$ cat config.mk
export PLATFORM = sky130hd
export DESIGN_NAME = rc_pwm_capture_with_center_cal_flat
export DESIGN_NICKNAME = d
export VERILOG_FILES = /design/src/sv/rcpwm_pkg.sv /design/src/sv/rcpwm_if.sv /design/src/sv/rcpwm_lane.sv /design/src/sv/rcpwm_merge.sv /design/src/sv/rc_pwm_capture_with_center_cal.sv /design/src/flat_wrapper.sv
export SDC_FILE = /design/constraint.sdc
export NUM_CORES = 1
export LEC_CHECK = 0
export ABC_CLOCK_PERIOD_IN_PS = 13800
export BUFFER_PORTS_ARGS = -buffer_cell sky130_fd_sc_hd__buf_2
export CAP_MARGIN = 20
export CORE_ASPECT_RATIO = 1.4
export CORE_MARGIN = 2
export CORE_UTILIZATION = 65
export DETAILED_ROUTE_END_ITERATION = 16
export PLACE_DENSITY = 0.92
export SKIP_LAST_GASP = 1
export SYNTH_ARGS = -nofsm -noshare
export SYNTH_HDL_FRONTEND = slang
export SYNTH_SLANG_ARGS = --single-unit
export TNS_END_PERCENT = 1
$ cat constraint.sdc
create_clock -name clk -period 13.8 [get_ports clk]
set_input_delay 4.14 -clock clk [delete_from_list [all_inputs] [get_ports clk]]
set_output_delay 4.14 -clock clk [all_outputs]
set_load 0.01 [all_outputs]
$ cat src/sv/rcpwm_pkg.sv
// ---------------------------------------------------------------------------
// rcpwm_pkg
// Shared constants, item codes and lane status types of the RC pulse
// capture block.
// ---------------------------------------------------------------------------
`default_nettype none

package rcpwm_pkg;

  localparam int NUM_CHANNELS_DEF  = 4;
  localparam int AVG_COUNT_DEF     = 16;
  localparam int SCALE_DIVISOR_DEF = 4;

  localparam int WIDTH_W = 16;
  localparam int EDGE_W  = 4;
  localparam int CHAN_W  = 2;
  localparam int FUNC_W  = 2;

  localparam logic [FUNC_W-1:0] FUNC_TICK = 2'd0;
  localparam logic [FUNC_W-1:0] FUNC_EDGE = 2'd1;
  localparam logic [FUNC_W-1:0] FUNC_READ = 2'd2;

  typedef logic [WIDTH_W-1:0] usec_t;

  typedef struct packed {
    logic rise;
    logic fall;
  } lane_cmd_t;

  typedef struct packed {
    usec_t last_width;
    usec_t offset_lo;
    logic  calibrated;
  } lane_stat_t;

endpackage

`default_nettype wire

$ cat src/sv/rcpwm_if.sv
// ---------------------------------------------------------------------------
// rcpwm_if
// Valid/ready channels of the RC pulse capture block: request words in,
// width words out.
// ---------------------------------------------------------------------------
`default_nettype none

interface rcpwm_in_if import rcpwm_pkg::*; ();
  logic                valid;
  logic                ready;
  logic [FUNC_W-1:0]   func;
  logic [EDGE_W-1:0]   edge_mask;
  logic [EDGE_W-1:0]   pin_levels;
  logic [CHAN_W-1:0]   channel;
  logic                raw_select;

  modport source (output valid, func, edge_mask, pin_levels, channel, raw_select,
                  input ready);
  modport sink   (input valid, func, edge_mask, pin_levels, channel, raw_select,
                  output ready);
endinterface

interface rcpwm_out_if import rcpwm_pkg::*; ();
  logic                      valid;
  logic                      ready;
  logic signed [WIDTH_W-1:0] width_value;
  logic                      all_calibrated;

  modport source (output valid, width_value, all_calibrated, input ready);
  modport sink   (input valid, width_value, all_calibrated, output ready);
endinterface

`default_nettype wire

$ cat src/sv/rcpwm_lane.sv
// ---------------------------------------------------------------------------
// rcpwm_lane
// One channel: start time capture, width measurement, averaging of the
// first pulses and center offset calibration.
// ---------------------------------------------------------------------------
`default_nettype none

module rcpwm_lane import rcpwm_pkg::*; #(
  parameter int AVG_COUNT = AVG_COUNT_DEF
) (
  input  wire logic       clk,
  input  wire logic       rst_n,
  input  wire lane_cmd_t  cmd,
  input  wire usec_t      now,
  output lane_stat_t      stat
);

  localparam int AVG_L  = $clog2(AVG_COUNT);
  localparam int ACC_W  = WIDTH_W + AVG_L;
  localparam int CNT_W  = $clog2(AVG_COUNT + 1);
  localparam int AVG_SH = ACC_W + AVG_L;
  localparam longint unsigned AVG_M =
    ((64'd1 << AVG_SH) + 64'(AVG_COUNT) - 64'd1) / 64'(AVG_COUNT);
  localparam int MUL_W  = ACC_W + 2;
  localparam int PROD_W = ACC_W + MUL_W;
  localparam logic [MUL_W-1:0] AVG_MC  = MUL_W'(AVG_M);
  localparam logic [CNT_W-1:0] AVG_CNT = CNT_W'(AVG_COUNT);

  usec_t              start_r;
  usec_t              last_r;
  logic [ACC_W-1:0]   acc_r;
  logic [CNT_W-1:0]   cnt_r;
  logic               cal_r;

  usec_t              width_nxt;
  logic [PROD_W-1:0]  prod;
  logic [ACC_W-1:0]   mean;

  assign width_nxt = now - start_r;

  // divide the sum by the pulse count: reciprocal multiply, exact for ACC_W bits
  assign prod = PROD_W'(acc_r) * PROD_W'(AVG_MC);
  assign mean = ACC_W'(prod >> AVG_SH);

  always_ff @(posedge clk) begin
    if (!rst_n) begin
      start_r <= '0;
      last_r  <= '0;
      acc_r   <= '0;
      cnt_r   <= '0;
      cal_r   <= 1'b0;
    end else begin
      if (cmd.rise) begin
        start_r <= now;
      end
      if (cmd.fall) begin
        last_r <= width_nxt;
        if (cnt_r < AVG_CNT) begin
          acc_r <= acc_r + ACC_W'(width_nxt);
          cnt_r <= cnt_r + CNT_W'(1);
        end else if (!cal_r) begin
          cal_r <= 1'b1;
          acc_r <= mean;
        end
      end
    end
  end

  assign stat.last_width = last_r;
  assign stat.offset_lo  = acc_r[WIDTH_W-1:0];
  assign stat.calibrated = cal_r;

endmodule

`default_nettype wire

$ cat src/sv/rcpwm_merge.sv
// ---------------------------------------------------------------------------
// rcpwm_merge
// Read path: picks the requested lane, passes its raw width or centers and
// scales it, and holds the result word until the receiver takes it.
// ---------------------------------------------------------------------------
`default_nettype none

module rcpwm_merge import rcpwm_pkg::*; #(
  parameter int NUM_CHANNELS  = NUM_CHANNELS_DEF,
  parameter int SCALE_DIVISOR = SCALE_DIVISOR_DEF
) (
  input  wire logic              clk,
  input  wire logic              rst_n,
  input  wire logic              rd_take,
  input  wire logic [CHAN_W-1:0] channel,
  input  wire logic              raw_select,
  input  wire lane_stat_t        lane_stat [NUM_CHANNELS],
  input  wire logic              all_cal,
  output logic                   rd_ready,
  rcpwm_out_if.source            out_chan
);

  localparam int SCALE_L  = $clog2(SCALE_DIVISOR);
  localparam int SCALE_SH = WIDTH_W + SCALE_L;
  localparam longint unsigned SCALE_M =
    ((64'd1 << SCALE_SH) + 64'(SCALE_DIVISOR) - 64'd1) / 64'(SCALE_DIVISOR);
  localparam int MUL_W  = WIDTH_W + 2;
  localparam int PROD_W = WIDTH_W + MUL_W;
  localparam logic [MUL_W-1:0] SCALE_MC = MUL_W'(SCALE_M);

  // stage 1: lane select and centering
  logic               s1_valid_r;
  logic               s1_raw_r, s1_present_r, s1_allcal_r;
  usec_t              s1_width_r, s1_diff_r;
  // stage 2: magnitude times reciprocal
  logic               s2_valid_r;
  logic               s2_raw_r, s2_present_r, s2_allcal_r, s2_neg_r;
  usec_t              s2_width_r;
  logic [PROD_W-1:0]  s2_prod_r;
  // output word
  logic               out_valid_r;
  logic signed [WIDTH_W-1:0] out_value_r;
  logic               out_allcal_r;

  logic               out_mv, s2_mv, s1_mv;
  lane_stat_t         sel;
  logic               present;
  usec_t              mag;
  logic [PROD_W-1:0]  prod_nxt;
  usec_t              quot;
  logic signed [WIDTH_W-1:0] value_nxt;

  assign out_mv   = !out_valid_r || out_chan.ready;
  assign s2_mv    = !s2_valid_r || out_mv;
  assign s1_mv    = !s1_valid_r || s2_mv;
  assign rd_ready = s1_mv;

  always_comb begin
    sel = '0;
    for (int k = 0; k < NUM_CHANNELS; k++) begin
      if (32'(channel) == 32'(k)) begin
        sel = lane_stat[k];
      end
    end
  end

  assign present = 32'(channel) < 32'(NUM_CHANNELS);

  assign mag      = s1_diff_r[WIDTH_W-1] ? (~s1_diff_r + usec_t'(1)) : s1_diff_r;
  assign prod_nxt = PROD_W'(mag) * PROD_W'(SCALE_MC);

  // truncate toward zero: scale the magnitude, then restore the sign
  assign quot = WIDTH_W'(s2_prod_r >> SCALE_SH);

  always_comb begin
    if (!s2_present_r) begin
      value_nxt = '0;
    end else if (s2_raw_r) begin
      value_nxt = s2_width_r;
    end else if (s2_neg_r) begin
      value_nxt = -quot;
    end else begin
      value_nxt = quot;
    end
  end

  always_ff @(posedge clk) begin
    if (!rst_n) begin
      s1_valid_r  <= 1'b0;
      s2_valid_r  <= 1'b0;
      out_valid_r <= 1'b0;
    end else begin
      if (s1_mv) begin
        s1_valid_r <= rd_take;
      end
      if (s2_mv) begin
        s2_valid_r <= s1_valid_r;
      end
      if (out_mv) begin
        out_valid_r <= s2_valid_r;
      end
    end
  end

  always_ff @(posedge clk) begin
    if (s1_mv) begin
      s1_raw_r     <= raw_select;
      s1_present_r <= present;
      s1_allcal_r  <= all_cal;
      s1_width_r   <= sel.last_width;
      s1_diff_r    <= sel.last_width - sel.offset_lo;
    end
    if (s2_mv) begin
      s2_raw_r     <= s1_raw_r;
      s2_present_r <= s1_present_r;
      s2_allcal_r  <= s1_allcal_r;
      s2_width_r   <= s1_width_r;
      s2_neg_r     <= s1_diff_r[WIDTH_W-1];
      s2_prod_r    <= prod_nxt;
    end
    if (out_mv) begin
      out_value_r  <= value_nxt;
      out_allcal_r <= s2_allcal_r;
    end
  end

  assign out_chan.valid          = out_valid_r;
  assign out_chan.width_value    = out_value_r;
  assign out_chan.all_calibrated = out_allcal_r;

endmodule

`default_nettype wire

$ cat src/sv/rc_pwm_capture_with_center_cal.sv
// ---------------------------------------------------------------------------
// rc_pwm_capture_with_center_cal
// Multi-channel RC pulse width capture with center offset calibration.
// ---------------------------------------------------------------------------
// Usage:
//   in_chan carries one request word per handshake: a microsecond tick, a
//   pin edge word (changed-pin mask plus levels), or a width read.
//   Ticks and edges update state at the accepting edge and give no word on
//   out_chan. A read gives one word: raw or centered/scaled width and the
//   all-calibrated flag, sampled at the moment the read is accepted.
//   Throughput is one request word per cycle while in_chan.ready is high. A
//   read word passes the select/center, scale multiply and output
//   registers on its way to out_chan.
//   Each channel has its own capture lane; calibration divides by the pulse
//   count through a reciprocal multiply in the lane.
//   Reset (rst_n low, synchronous) clears the counter, all lane state and
//   the read pipeline; no clearing pass follows.
//   When the receiver stalls, the output word holds; the read pipeline
//   keeps filling, and in_chan.ready drops only once three read words wait.
// ---------------------------------------------------------------------------
`default_nettype none

module rc_pwm_capture_with_center_cal import rcpwm_pkg::*; #(
  parameter int NUM_CHANNELS  = NUM_CHANNELS_DEF,
  parameter int AVG_COUNT     = AVG_COUNT_DEF,
  parameter int SCALE_DIVISOR = SCALE_DIVISOR_DEF
) (
  input  wire logic    clk,
  input  wire logic    rst_n,
  rcpwm_in_if.sink     in_chan,
  rcpwm_out_if.source  out_chan
);

  logic                    in_take, tick_take, edge_take, rd_take, rd_ready;
  usec_t                   usec_r, usec_nxt;
  lane_cmd_t               cmd  [NUM_CHANNELS];
  lane_stat_t              stat [NUM_CHANNELS];
  logic [NUM_CHANNELS-1:0] cal_vec;
  logic                    all_cal;

  assign in_chan.ready = rd_ready;
  assign in_take   = in_chan.valid && rd_ready;
  assign tick_take = in_take && (in_chan.func == FUNC_TICK);
  assign edge_take = in_take && (in_chan.func == FUNC_EDGE);
  assign rd_take   = in_take && (in_chan.func == FUNC_READ);

  assign usec_nxt = tick_take ? usec_r + usec_t'(1) : usec_r;

  always_ff @(posedge clk) begin
    if (!rst_n) begin
      usec_r <= '0;
    end else begin
      usec_r <= usec_nxt;
    end
  end

  for (genvar k = 0; k < NUM_CHANNELS; k++) begin : g_lane
    if (k < EDGE_W) begin : g_pin
      assign cmd[k].rise = edge_take && in_chan.edge_mask[k] && in_chan.pin_levels[k];
      assign cmd[k].fall = edge_take && in_chan.edge_mask[k] && !in_chan.pin_levels[k];
    end else begin : g_nopin
      // no pin bit reaches this lane
      assign cmd[k] = '0;
    end

    rcpwm_lane #(
      .AVG_COUNT (AVG_COUNT)
    ) u_lane (
      .clk   (clk),
      .rst_n (rst_n),
      .cmd   (cmd[k]),
      .now   (usec_r),
      .stat  (stat[k])
    );

    assign cal_vec[k] = stat[k].calibrated;
  end

  assign all_cal = &cal_vec;

  rcpwm_merge #(
    .NUM_CHANNELS  (NUM_CHANNELS),
    .SCALE_DIVISOR (SCALE_DIVISOR)
  ) u_merge (
    .clk        (clk),
    .rst_n      (rst_n),
    .rd_take    (rd_take),
    .channel    (in_chan.channel),
    .raw_select (in_chan.raw_select),
    .lane_stat  (stat),
    .all_cal    (all_cal),
    .rd_ready   (rd_ready),
    .out_chan   (out_chan)
  );

endmodule

`default_nettype wire

$ cat src/flat_wrapper.sv
// flat-port wrapper written by rule: the top's interface ports become plain ports
module rc_pwm_capture_with_center_cal_flat import rcpwm_pkg::*;
#(
  parameter int NUM_CHANNELS  = NUM_CHANNELS_DEF,
  parameter int AVG_COUNT     = AVG_COUNT_DEF,
  parameter int SCALE_DIVISOR = SCALE_DIVISOR_DEF
)
  (clk, rst_n, in_chan_valid, in_chan_func, in_chan_edge_mask, in_chan_pin_levels, in_chan_channel, in_chan_raw_select, in_chan_ready, out_chan_valid, out_chan_width_value, out_chan_all_calibrated, out_chan_ready);
  rcpwm_in_if in_chan_i ();
  rcpwm_out_if out_chan_i ();
  input  wire logic clk;
  input  wire logic rst_n;
  input wire logic [$bits(in_chan_i.valid)-1:0] in_chan_valid;
  input wire logic [$bits(in_chan_i.func)-1:0] in_chan_func;
  input wire logic [$bits(in_chan_i.edge_mask)-1:0] in_chan_edge_mask;
  input wire logic [$bits(in_chan_i.pin_levels)-1:0] in_chan_pin_levels;
  input wire logic [$bits(in_chan_i.channel)-1:0] in_chan_channel;
  input wire logic [$bits(in_chan_i.raw_select)-1:0] in_chan_raw_select;
  output wire logic [$bits(in_chan_i.ready)-1:0] in_chan_ready;
  output wire logic [$bits(out_chan_i.valid)-1:0] out_chan_valid;
  output wire logic [$bits(out_chan_i.width_value)-1:0] out_chan_width_value;
  output wire logic [$bits(out_chan_i.all_calibrated)-1:0] out_chan_all_calibrated;
  input wire logic [$bits(out_chan_i.ready)-1:0] out_chan_ready;
  assign in_chan_i.valid = in_chan_valid;
  assign in_chan_i.func = in_chan_func;
  assign in_chan_i.edge_mask = in_chan_edge_mask;
  assign in_chan_i.pin_levels = in_chan_pin_levels;
  assign in_chan_i.channel = in_chan_channel;
  assign in_chan_i.raw_select = in_chan_raw_select;
  assign in_chan_ready = in_chan_i.ready;
  assign out_chan_valid = out_chan_i.valid;
  assign out_chan_width_value = out_chan_i.width_value;
  assign out_chan_all_calibrated = out_chan_i.all_calibrated;
  assign out_chan_i.ready = out_chan_ready;
  rc_pwm_capture_with_center_cal #(.NUM_CHANNELS(NUM_CHANNELS), .AVG_COUNT(AVG_COUNT), .SCALE_DIVISOR(SCALE_DIVISOR)) u_core (.clk(clk), .rst_n(rst_n), .in_chan(in_chan_i), .out_chan(out_chan_i));
endmodule
==> results of run 1 <==
cells in the final DEF, fill, tap and decap left out, types with 16 or more instances in the layout:
| master | instances |
|---|---|
| a211oi_1 | 30 |
| a21o_1 | 47 |
| a21oi_1 | 168 |
| and3_1 | 23 |
| buf_2 | 35 |
| buf_4 | 24 |
| clkbuf_16 | 32 |
| dfxtp_1 | 251 |
| edfxtp_1 | 84 |
| ha_1 | 154 |
| inv_1 | 116 |
| mux2i_1 | 100 |
| mux4_2 | 32 |
| nand2_1 | 206 |
| nand2b_1 | 33 |
| nand3_1 | 46 |
| nand4_1 | 23 |
| nor2_1 | 255 |
| nor2b_1 | 25 |
| nor3_1 | 29 |
| o211ai_1 | 25 |
| o21a_1 | 22 |
| o21ai_0 | 137 |
| or3_1 | 16 |
| xnor2_1 | 89 |
| xor2_1 | 72 |
area by class of cell:
class                           count  area [um2]
Multi-Input combinational cell   1728       12100
Clock inverter                     19         171
Clock buffer                       38         843
Sequential cell                   335        7550
Tap cell                          390         488
Antenna cell                        2        5.00
Timing Repair Buffer               59         355
Fill cell                        2153        8970
Inverter                          118         448
flip-flops by register name, summed over array words and instances, names as in the netlist:
register and count:
u_core.u_merge.s1_diff_r 16, u_core.g_lane.u_lane.last_r 64, u_core.u_merge.s1_width_r 16, u_core.u_merge.out_chan.width_value 16
u_core.u_merge.out_chan.valid 1, u_core.u_merge.s1_valid_r 1, u_core.u_merge.s2_width_r 16, u_core.g_lane.u_lane.cal_r 4
u_core.g_lane.u_lane.cnt_r 20, u_core.u_merge.s1_allcal_r 1, u_core.u_merge.s1_raw_r 1, u_core.u_merge.s2_prod_r 14
u_core.u_merge.out_chan.all_calibrated 1, u_core.g_lane.u_lane.start_r 64, u_core.u_merge.s2_allcal_r 1, u_core.g_lane.u_lane.acc_r 80
u_core.u_merge.s2_raw_r 1, u_core.u_merge.s2_neg_r 1, u_core.usec_r 16, u_core.u_merge.s2_valid_r 1
worst max-delay path: stages:
cell and delay (ps):
buf_2 90, nand4b_1 110, buf_4 420, buf_2 220
logic make-up (layout without fill, tap and decap cells):
| kind of cell | Yosys count | in the layout | share of synthesized area [%] |
|---|---|---|---|
| AOI/OAI and AO/OA | 557 | 557 | 17.2 |
| xor gates and xnor gates | 161 | 161 | 6.89 |
| adders and majority gates | 163 | 163 | 10.3 |
| buffers and inverters | 224 | 234 | 4.13 |
| DFF | 335 | 335 | 36.9 |
| muxes | 135 | 135 | 8.57 |
| other | 0 | 2 | 0 |
| and+or+nand+nor | 712 | 712 | 16.1 |
through the flow:
stage	setup WS [ps]	power (W)
after CTS	4660	0.00218
after detailed placement	4650	0.00134
after global routing	4600	0.00225
final	4660	0.00218
after floorplan	4330	0.00127
after global placement	4680	0.00132
report_power, final:
part | total [W] | internal (W) | switching (W)
sequential | 0.00111 | 0.00106 | 0.0000458
clock | 0.000862 | 0.000474 | 0.000388
combinational | 0.000211 | 0.0000891 | 0.000122
per-layer routing:
metal	vias up	track usage (%)	part of all wire [%]
met5	-	0	0.053
met4	4	25.9	9.3
met3	220	5.66	7.6
met2	748	55.1	47
met1	8149	37.1	36
li1	8142	-	-
worst paths after layout:
path	to	slack, ps
max	in_chan_ready	4660
min	u_core.u_merge.out_chan.all_calibrated$_DFFE_PP_	420
max reg2reg	u_core.g_lane[0].u_lane.acc_r[19]$_SDFFE_PN0P_	8750
min reg2reg	u_core.u_merge.out_chan.all_calibrated$_DFFE_PP_	420
==> flow_metrics.tcl, run 1 <==
set metrics [dict create \
    wirelength_mm 54.6 \
    path_clk_slew_ps 60 \
    dpl.cell_count 2630 \
    final_hold_viol_count 0 \
    synth.area.top_cells "dfxtp_1 (25%), edfxtp_1 (12%), ha_1 (9.4%)" \
    slew_viol_final 0 \
    startpoint_type "primary input" \
    cts_tree "built" \
    yosys-top-cells-count "nor2_1 (255), dfxtp_1 (251), nand2_1 (206)" \
    stdcell_area_um2 21900 \
    antenna_left 0 \
    row_count 76 \
    cp.required_ps 9660 \
    hp-class "reg2reg" \
    ir_worst_vdd_mv 0.0791 \
    drt_iter0_drc 1901 \
    syn_area_per_cell_um2 8.95 \
    critPathMaxFanout 39 \
    max_cap_violations 0 \
    clock_latency_ps 590 \
    grt-ovfl-total 0 \
    yosysSeqAreaShare_pct 36.9 \
    period_needed_ps 9140 \
    yosysMostFrequentCell "nor2_1" \
    cts_buffers 31 \
    fmax_mhz 109 \
    drc 0 \
    synthFlopType "dfxtp_1" \
    die_w_um 154 \
    dr.pass1.iters 5 \
    outcome "completed" \
    crit_type "in2out" \
    p_leak_nw 8.99 \
    antenna_found_initial 4 \
    rsz0062_at_grt "no" \
    async_flop_share_pct 0 \
    syn-cell-area_um2 20500 \
    fin_nets 2453 \
    viasPerCell 6.42 \
    hold_ws_ps 420 \
    r2r-start "u_core.usec_r[1]$_SDFFE_PN0P_" \
    cts_resized 0 \
    critPathLaunch "out_chan_ready" \
    dieHeight_um 214 \
    core_um2 30900 \
    synth_nets 2467 \
    slew_headroom_pct 25.7 \
    worst_pin_slew_ps 1110 \
    start_util_pct 66.2 \
    htreeDepth 1 \
    cts_setup_buffers 0 \
    area_growth_pct 7.16 \
    finalSetupTns_ps 0 \
    grt_pass1_vias 16747 \
    ios 36 \
    yosysUniqueCellTypes 70 \
    stdcell_count 2689 \
    min_from "u_core.u_merge.s2_allcal_r$_DFFE_PP_" \
    min_period_over_period_pct 66.2 \
    hpwl_mm 39.2 \
    yosys.area.top_type_share_pct 24.5 \
    critical_path.endpoint_type "output port" \
    synth_largest_area_cell "dfxtp_1" \
    grt_max_degree 93 \
    routedWlPerCell_um 20.3 \
    portBuffers 35 \
    synth_edf_count 84 \
    dpl_cell_area_um2 20900 \
    cts_sinks 335 \
    cts_buffer_depth 3 \
    cts_hold_buf 0 \
    synth_warnings 0 \
    cts_root_buf "clkbuf_16" \
    grt_use_total_pct 33.0 \
    vias 17263 \
    gp_congestion 0.992 \
    p_per_area_nw_per_um2 99.5 \
    ys_seq_elements 335 \
    hold_path_depth 0 \
    finClkSkew_ps 23.5 \
    grt_pass1_wl_mm 86.8 \
    drive_gt1_share_pct 7.23 \
    syn_inst 2287 \
    setup_violations 0 \
    die_area_um2 33000 \
    arrival_ps 5000 \
    fin_util_pct 71.0 \
    worstRegToRegCells 18 \
]
Power figures use the tool's default switching activity.
==> run 2, diff against run 1 <==
--- a/config.mk
+++ b/config.mk
@@ -5,14 +5,14 @@
 export SDC_FILE = /design/constraint.sdc
 export NUM_CORES = 1
 export LEC_CHECK = 0
-export ABC_CLOCK_PERIOD_IN_PS = 13800
+export ABC_CLOCK_PERIOD_IN_PS = 7400
 export BUFFER_PORTS_ARGS = -buffer_cell sky130_fd_sc_hd__buf_2
 export CAP_MARGIN = 20
 export CORE_ASPECT_RATIO = 1.4
 export CORE_MARGIN = 2
-export CORE_UTILIZATION = 65
+export CORE_UTILIZATION = 58
 export DETAILED_ROUTE_END_ITERATION = 16
-export PLACE_DENSITY = 0.92
+export PLACE_DENSITY = 0.87
 export SKIP_LAST_GASP = 1
 export SYNTH_ARGS = -nofsm -noshare
 export SYNTH_HDL_FRONTEND = slang
==> constraint.sdc (replaced) <==
create_clock -name clk -period 7.4 [get_ports clk]
set_input_delay 2.22 -clock clk [delete_from_list [all_inputs] [get_ports clk]]
set_output_delay 2.22 -clock clk [all_outputs]
set_load 0.01 [all_outputs]
==> flow_metrics.tcl, run 2 (synthesized netlist as in run 1, its figures left out) <==
set metrics [dict create \
    cts_setup_buffers 0 \
    finalWorstSetupSlack_ps 1850 \
    stdcell_count 2764 \
    cp.required_ps 5180 \
    pre_cts_ws_ps 1510 \
    p_per_area_nw_per_um2 193 \
    cts_tree "built" \
    fin_util_pct 63.9 \
    htreeDepth 2 \
    finalSetupTns_ps 0 \
    hp-class "reg2reg" \
    critical_path.endpoint_type "output port" \
    vias 17342 \
    largest_register "u_core.g_lane.u_lane.acc_r" \
    largest_reg_flops 80 \
    clock_latency_ps 540 \
    p_leak_nw 9.14 \
    dpl_cell_area_um2 21000 \
    final_hold_viol_count 0 \
    crit_type "in2out" \
    dr_wl_met3_mm 3.76 \
    dr.pass1.iters 5 \
    wl_met2_mm 26.9 \
    die_w_um 163 \
    grt_pass1_vias 17013 \
    mostFrequentLayoutCells "nor2_1 (255), dfxtp_1 (251), nand2_1 (206)" \
    routedWlPerCell_um 20.5 \
    fmax_mhz 180 \
    critPathMaxFanout 35 \
    stdcell_area_um2 22300 \
    area_growth_pct 8.76 \
    grt_max_degree 100 \
    wirelength_mm 56.8 \
    drc 0 \
    dieHeight_um 226 \
    arrival_ps 3330 \
    grt-ovfl-total 0 \
    slew_headroom_pct 21.9 \
    max_cap_violations 0 \
    core_um2 34900 \
    viasPerCell 6.27 \
    startpoint_type "primary input" \
    portBuffers 35 \
    grt_pass1_wl_mm 89.2 \
    finClkSkew_ps 24.8 \
    row_count 81 \
    final_common_cell "nor2_1" \
    gp_congestion 1.03 \
    min_period_over_period_pct 75.0 \
    start_util_pct 58.7 \
    cts_root_buf "clkbuf_16" \
    path_clk_slew_ps 60 \
    antenna_found_initial 2 \
    ir_worst_vdd_mv 0.192 \
    slew_viol_final 0 \
    cts_buffer_depth 3 \
    cts_resized 0 \
    antenna_left 0 \
    dpl.cell_count 2702 \
    cts_buffers 34 \
    setup_violations 0 \
    hpwl_mm 42.2 \
    routed.top_layer "met4" \
    drt_iter0_drc 1288 \
    worst_pin_slew_ps 1170 \
    cts_hold_buf 0 \
    ios 36 \
    cts_sinks 335 \
    grt_use_total_pct 30.9 \
    period_needed_ps 5550 \
    n_antenna_cell 0 \
    die_area_um2 36800 \
    drive_gt1_share_pct 7.71 \
    outcome "completed" \
    fin_nets 2463 \
    rsz0062_at_grt "no" \
    wl_met1_mm 20.8 \
    top_regs "u_core.g_lane.u_lane.acc_r (80), u_core.g_lane.u_lane.last_r (64), u_core.g_lane.u_lane.start_r (64)" \
]
-- run 2: metrics by stage --
step	power, W	hold slack [ps]
global placement	0.00246	401
floorplan	0.00237	400
CTS	0.00432	418
finish	0.00430	419
global route	0.00444	422
detailed placement	0.00249	405
-- run 2: layer usage --
metal	global-route usage, %	vias to the layer above
li1	-	8165
met1	34.2	8257
met2	52.2	685
met3	5.25	235
met4	25.1	0
met5	0	-
-- run 2: worst max-delay path: stages --
cell and delay (ps):
buf_2 110, nand4b_1 370, buf_4 410, buf_2 210
-- run 2: cell type report --
| cell class | instances | area (um2) |
|---|---|---|
| flip-flops and latches | 335 | 7550 |
| clock inverters | 14 | 173 |
| inverters | 118 | 448 |
| multi-input cells | 1728 | 12100 |
| repair buffers | 66 | 415 |
| well taps | 456 | 571 |
| fillers | 2790 | 12600 |
| clock buffers | 47 | 1030 |
-- run 2: path summary, 6_finish.rpt --
| kind | from | endpoint | slack, ps | depth (start not counted) |
|---|---|---|---|---|
| worst max-delay path | out_chan_ready | in_chan_ready | 1850 | 4 |
| worst min-delay path | u_core.u_merge.s1_allcal_r$_DFFE_PN_ | u_core.u_merge.s2_allcal_r$_DFFE_PP_ | 420 | 0 |
| worst min register to register | u_core.u_merge.s1_allcal_r$_DFFE_PN_ | u_core.u_merge.s2_allcal_r$_DFFE_PP_ | 420 | 0 |
| worst max register to register | u_core.usec_r[1]$_SDFFE_PN0P_ | u_core.g_lane[0].u_lane.acc_r[19]$_SDFFE_PN0P_ | 2390 | 18 |
-- run 2: power by group --
group          switching (W)  internal [W]
registers          0.0000843       0.00199
logic               0.000218      0.000167
clock network       0.000730       0.00112
total                0.00103       0.00327
==> run 3, diff against run 2 <==
--- a/config.mk
+++ b/config.mk
@@ -5,7 +5,8 @@
 export SDC_FILE = /design/constraint.sdc
 export NUM_CORES = 1
 export LEC_CHECK = 0
-export ABC_CLOCK_PERIOD_IN_PS = 7400
+export ABC_AREA = 1
+export ABC_CLOCK_PERIOD_IN_PS = 4800
 export BUFFER_PORTS_ARGS = -buffer_cell sky130_fd_sc_hd__buf_2
 export CAP_MARGIN = 20
 export CORE_ASPECT_RATIO = 1.4
==> constraint.sdc (replaced) <==
create_clock -name clk -period 4.8 [get_ports clk]
set_input_delay 1.44 -clock clk [delete_from_list [all_inputs] [get_ports clk]]
set_output_delay 1.44 -clock clk [all_outputs]
set_load 0.01 [all_outputs]
==> flow_metrics.tcl, run 3 <==
set metrics [dict create \
    max_cap_violations 0 \
    ys_seq_elements 335 \
    fin_nets 3435 \
    critPathMaxFanout 6 \
    crit_path_end "u_core.g_lane[2].u_lane.acc_r[9]$_SDFFE_PN0P_" \
    yosysUniqueCellTypes 42 \
    gp_congestion 1.02 \
    grt_max_degree 73 \
    total_power_w 0.00764 \
    syn_area_per_cell_um2 6.79 \
    async_flop_share_pct 0 \
    yosysMostFrequentCell "nand2_1" \
    setup_violations 0 \
    grt_pass1_vias 20492 \
    cts_hold_buf 0 \
    fmax_mhz 254 \
    arrival_ps 4310 \
    slew_viol_final 0 \
    r2r_setup_slack_ps 870 \
    r2r-start "u_core.usec_r[0]$_SDFFE_PN0P_" \
    portBuffers 35 \
    cp.required_ps 5180 \
    synth.area.top_cells "dfxtp_1 (23%), nand2_1 (14%), edfxtp_1 (11%)" \
    drt_iter0_drc 1835 \
    syn-cell-area_um2 22000 \
    stdcell_count 3753 \
    cts_root_buf "clkbuf_16" \
    yosysSeqAreaShare_pct 34.3 \
    cts_buffers 36 \
    viasPerCell 5.79 \
    area_growth_pct 8.43 \
    drive_gt1_share_pct 4.60 \
    clock_latency_ps 550 \
    synthFlopType "dfxtp_1" \
    startpoint_type "register" \
    syn_inst 3243 \
    vias 21740 \
    fillers 3314 \
    top_regs "u_core.g_lane.u_lane.acc_r (80), u_core.g_lane.u_lane.last_r (64), u_core.g_lane.u_lane.start_r (64)" \
    slew_headroom_pct 26.2 \
    dpl_cell_area_um2 22700 \
    worst_r2r_endpoint "u_core.g_lane[2].u_lane.acc_r[9]$_SDFFE_PN0P_" \
    hp-class "reg2reg" \
    yosys.area.top_type_share_pct 22.8 \
    period_needed_ps 3930 \
    row_count 84 \
    dieHeight_um 235 \
    n_antenna_cell 0 \
    mostFrequentLayoutCells "nand2_1 (830), inv_1 (404), nor2_1 (357)" \
    p_leak_nw 11.9 \
    grt_pass1_wl_mm 106 \
    ir_worst_vdd_mv 0.211 \
    final_common_cell "nand2_1" \
    fin_util_pct 63.6 \
    core_um2 37500 \
    drc 0 \
    synth_nets 3423 \
    dpl.cell_count 3690 \
    crit_type "reg2reg" \
    synth_largest_area_cell "dfxtp_1" \
    grt_use_total_pct 33.9 \
    finalSetupTns_ps 0 \
    die_area_um2 39600 \
    ios 36 \
    final_hold_viol_count 0 \
    cts_buffer_depth 3 \
    antenna_found_initial 1 \
    critPathLaunch "u_core.usec_r[0]$_SDFFE_PN0P_" \
    start_util_pct 58.7 \
    p_per_area_nw_per_um2 320 \
    stdcell_area_um2 23900 \
    rsz0062_at_grt "no" \
    path_clk_slew_ps 70 \
    die_w_um 169 \
    wirelength_mm 67.2 \
    cts_resized 0 \
    synth_warnings 0 \
    dr.pass1.iters 7 \
    min_period_over_period_pct 82.0 \
    routedWlPerCell_um 17.9 \
    antenna_left 0 \
    cts_setup_buffers 0 \
    hpwl_mm 50.8 \
    worst_pin_slew_ps 1110 \
    outcome "completed" \
    finClkSkew_ps 21.1 \
    synth_edf_count 84 \
    grt-ovfl-total 0 \
    cts_sinks 335 \
    worstRegToRegCells 21 \
    critical_path.endpoint_type "register" \
    htreeDepth 2 \
    cts_tree "built" \
    yosys-top-cells-count "nand2_1 (830), inv_1 (404), nor2_1 (358)" \
    largest_reg_flops 80 \
    largest_register "u_core.g_lane.u_lane.acc_r" \
]
[run 3: through the flow]
step | setup slack, ps | hold WS, ps
finish | 866 | 420
global route | 716 | 424
CTS | 964 | 420
detailed placement | 522 | 406
global placement | 598 | 401
floorplan | 892 | 400
[run 3: worst min-delay path by stage]
| stage | endpoint | cells after the start | slack (ps) | start |
|---|---|---|---|---|
| 2_1_floorplan | u_core.u_merge.out_chan.all_calibrated$_DFFE_PP_ | 0 | 400 | u_core.u_merge.s2_allcal_r$_DFFE_PP_ |
| 3_3_place_gp | u_core.u_merge.s2_allcal_r$_DFFE_PP_ | 0 | 400 | u_core.u_merge.s1_allcal_r$_DFFE_PN_ |
| 3_5_place_dp | u_core.u_merge.s2_width_r[15]$_DFFE_PP_ | 0 | 410 | u_core.u_merge.s1_width_r[15]$_DFFE_PN_ |
| 4_1_cts | u_core.u_merge.s2_width_r[15]$_DFFE_PP_ | 0 | 420 | u_core.u_merge.s1_width_r[15]$_DFFE_PN_ |
| 5_1_grt | u_core.u_merge.s2_width_r[9]$_DFFE_PP_ | 0 | 420 | u_core.u_merge.s1_width_r[9]$_DFFE_PN_ |
| 6_report | u_core.u_merge.s2_width_r[15]$_DFFE_PP_ | 0 | 420 | u_core.u_merge.s1_width_r[15]$_DFFE_PN_ |
[run 3: worst max-delay path, stage by stage, from the launching register on]
cell      delay (ps)
dfxtp_1          390
inv_1            200
ha_1             290
fa_1             410
nand3b_1         180
nand2_1          140
nand2_1           60
nand2_1          130
nand2_1           70
nand2_1           70
xor2_1           610
ha_1             400
nand2_1          130
inv_1             60
nand2_1           60
nand3_1          120
inv_1            100
nand2_1           90
nand2_1           70
nand3_1           60
nand2_1           80
a21oi_1           50
[run 3: layout make-up]
cell class                 instances  area (um2)  share of cell area [%]
clock buffer                      43         967                    4.05
clock inverter                    20         258                    1.08
inverter                         418        1570                    6.57
multi-input combinational       2403       12500                    52.6
sequential                       335        7550                    31.6
tap                              473         592                    2.48
timing repair buffer              61         393                    1.65
[run 3: logic make-up after synthesis]
kind of cell             Yosys count  share of synthesized area, %
AND/OR/NAND/NOR                 1478                          27.6
AO/OA/AOI/OAI                    676                          16.4
buffers and inverters            505                          8.74
flip-flops                       335                          34.3
adder cells (fa/ha/maj)          163                          9.57
XOR/XNOR                          86                          3.42
[run 3: report_power, final]
group	internal, W	switching, W	total [W]
clock	0.00168	0.00123	0.00291
sequential	0.00312	0.000149	0.00327
combinational	0.000509	0.000956	0.00147
total	0.00531	0.00233	0.00764
[run 3: metal layers]
layer	vias to the layer above	global-route usage, %	wire, um
met3	319	4.77	4480
met5	-	0	11
li1	10649	-	-
met4	2	25.1	5870
met1	9866	37.3	24800
met2	904	59.8	32000
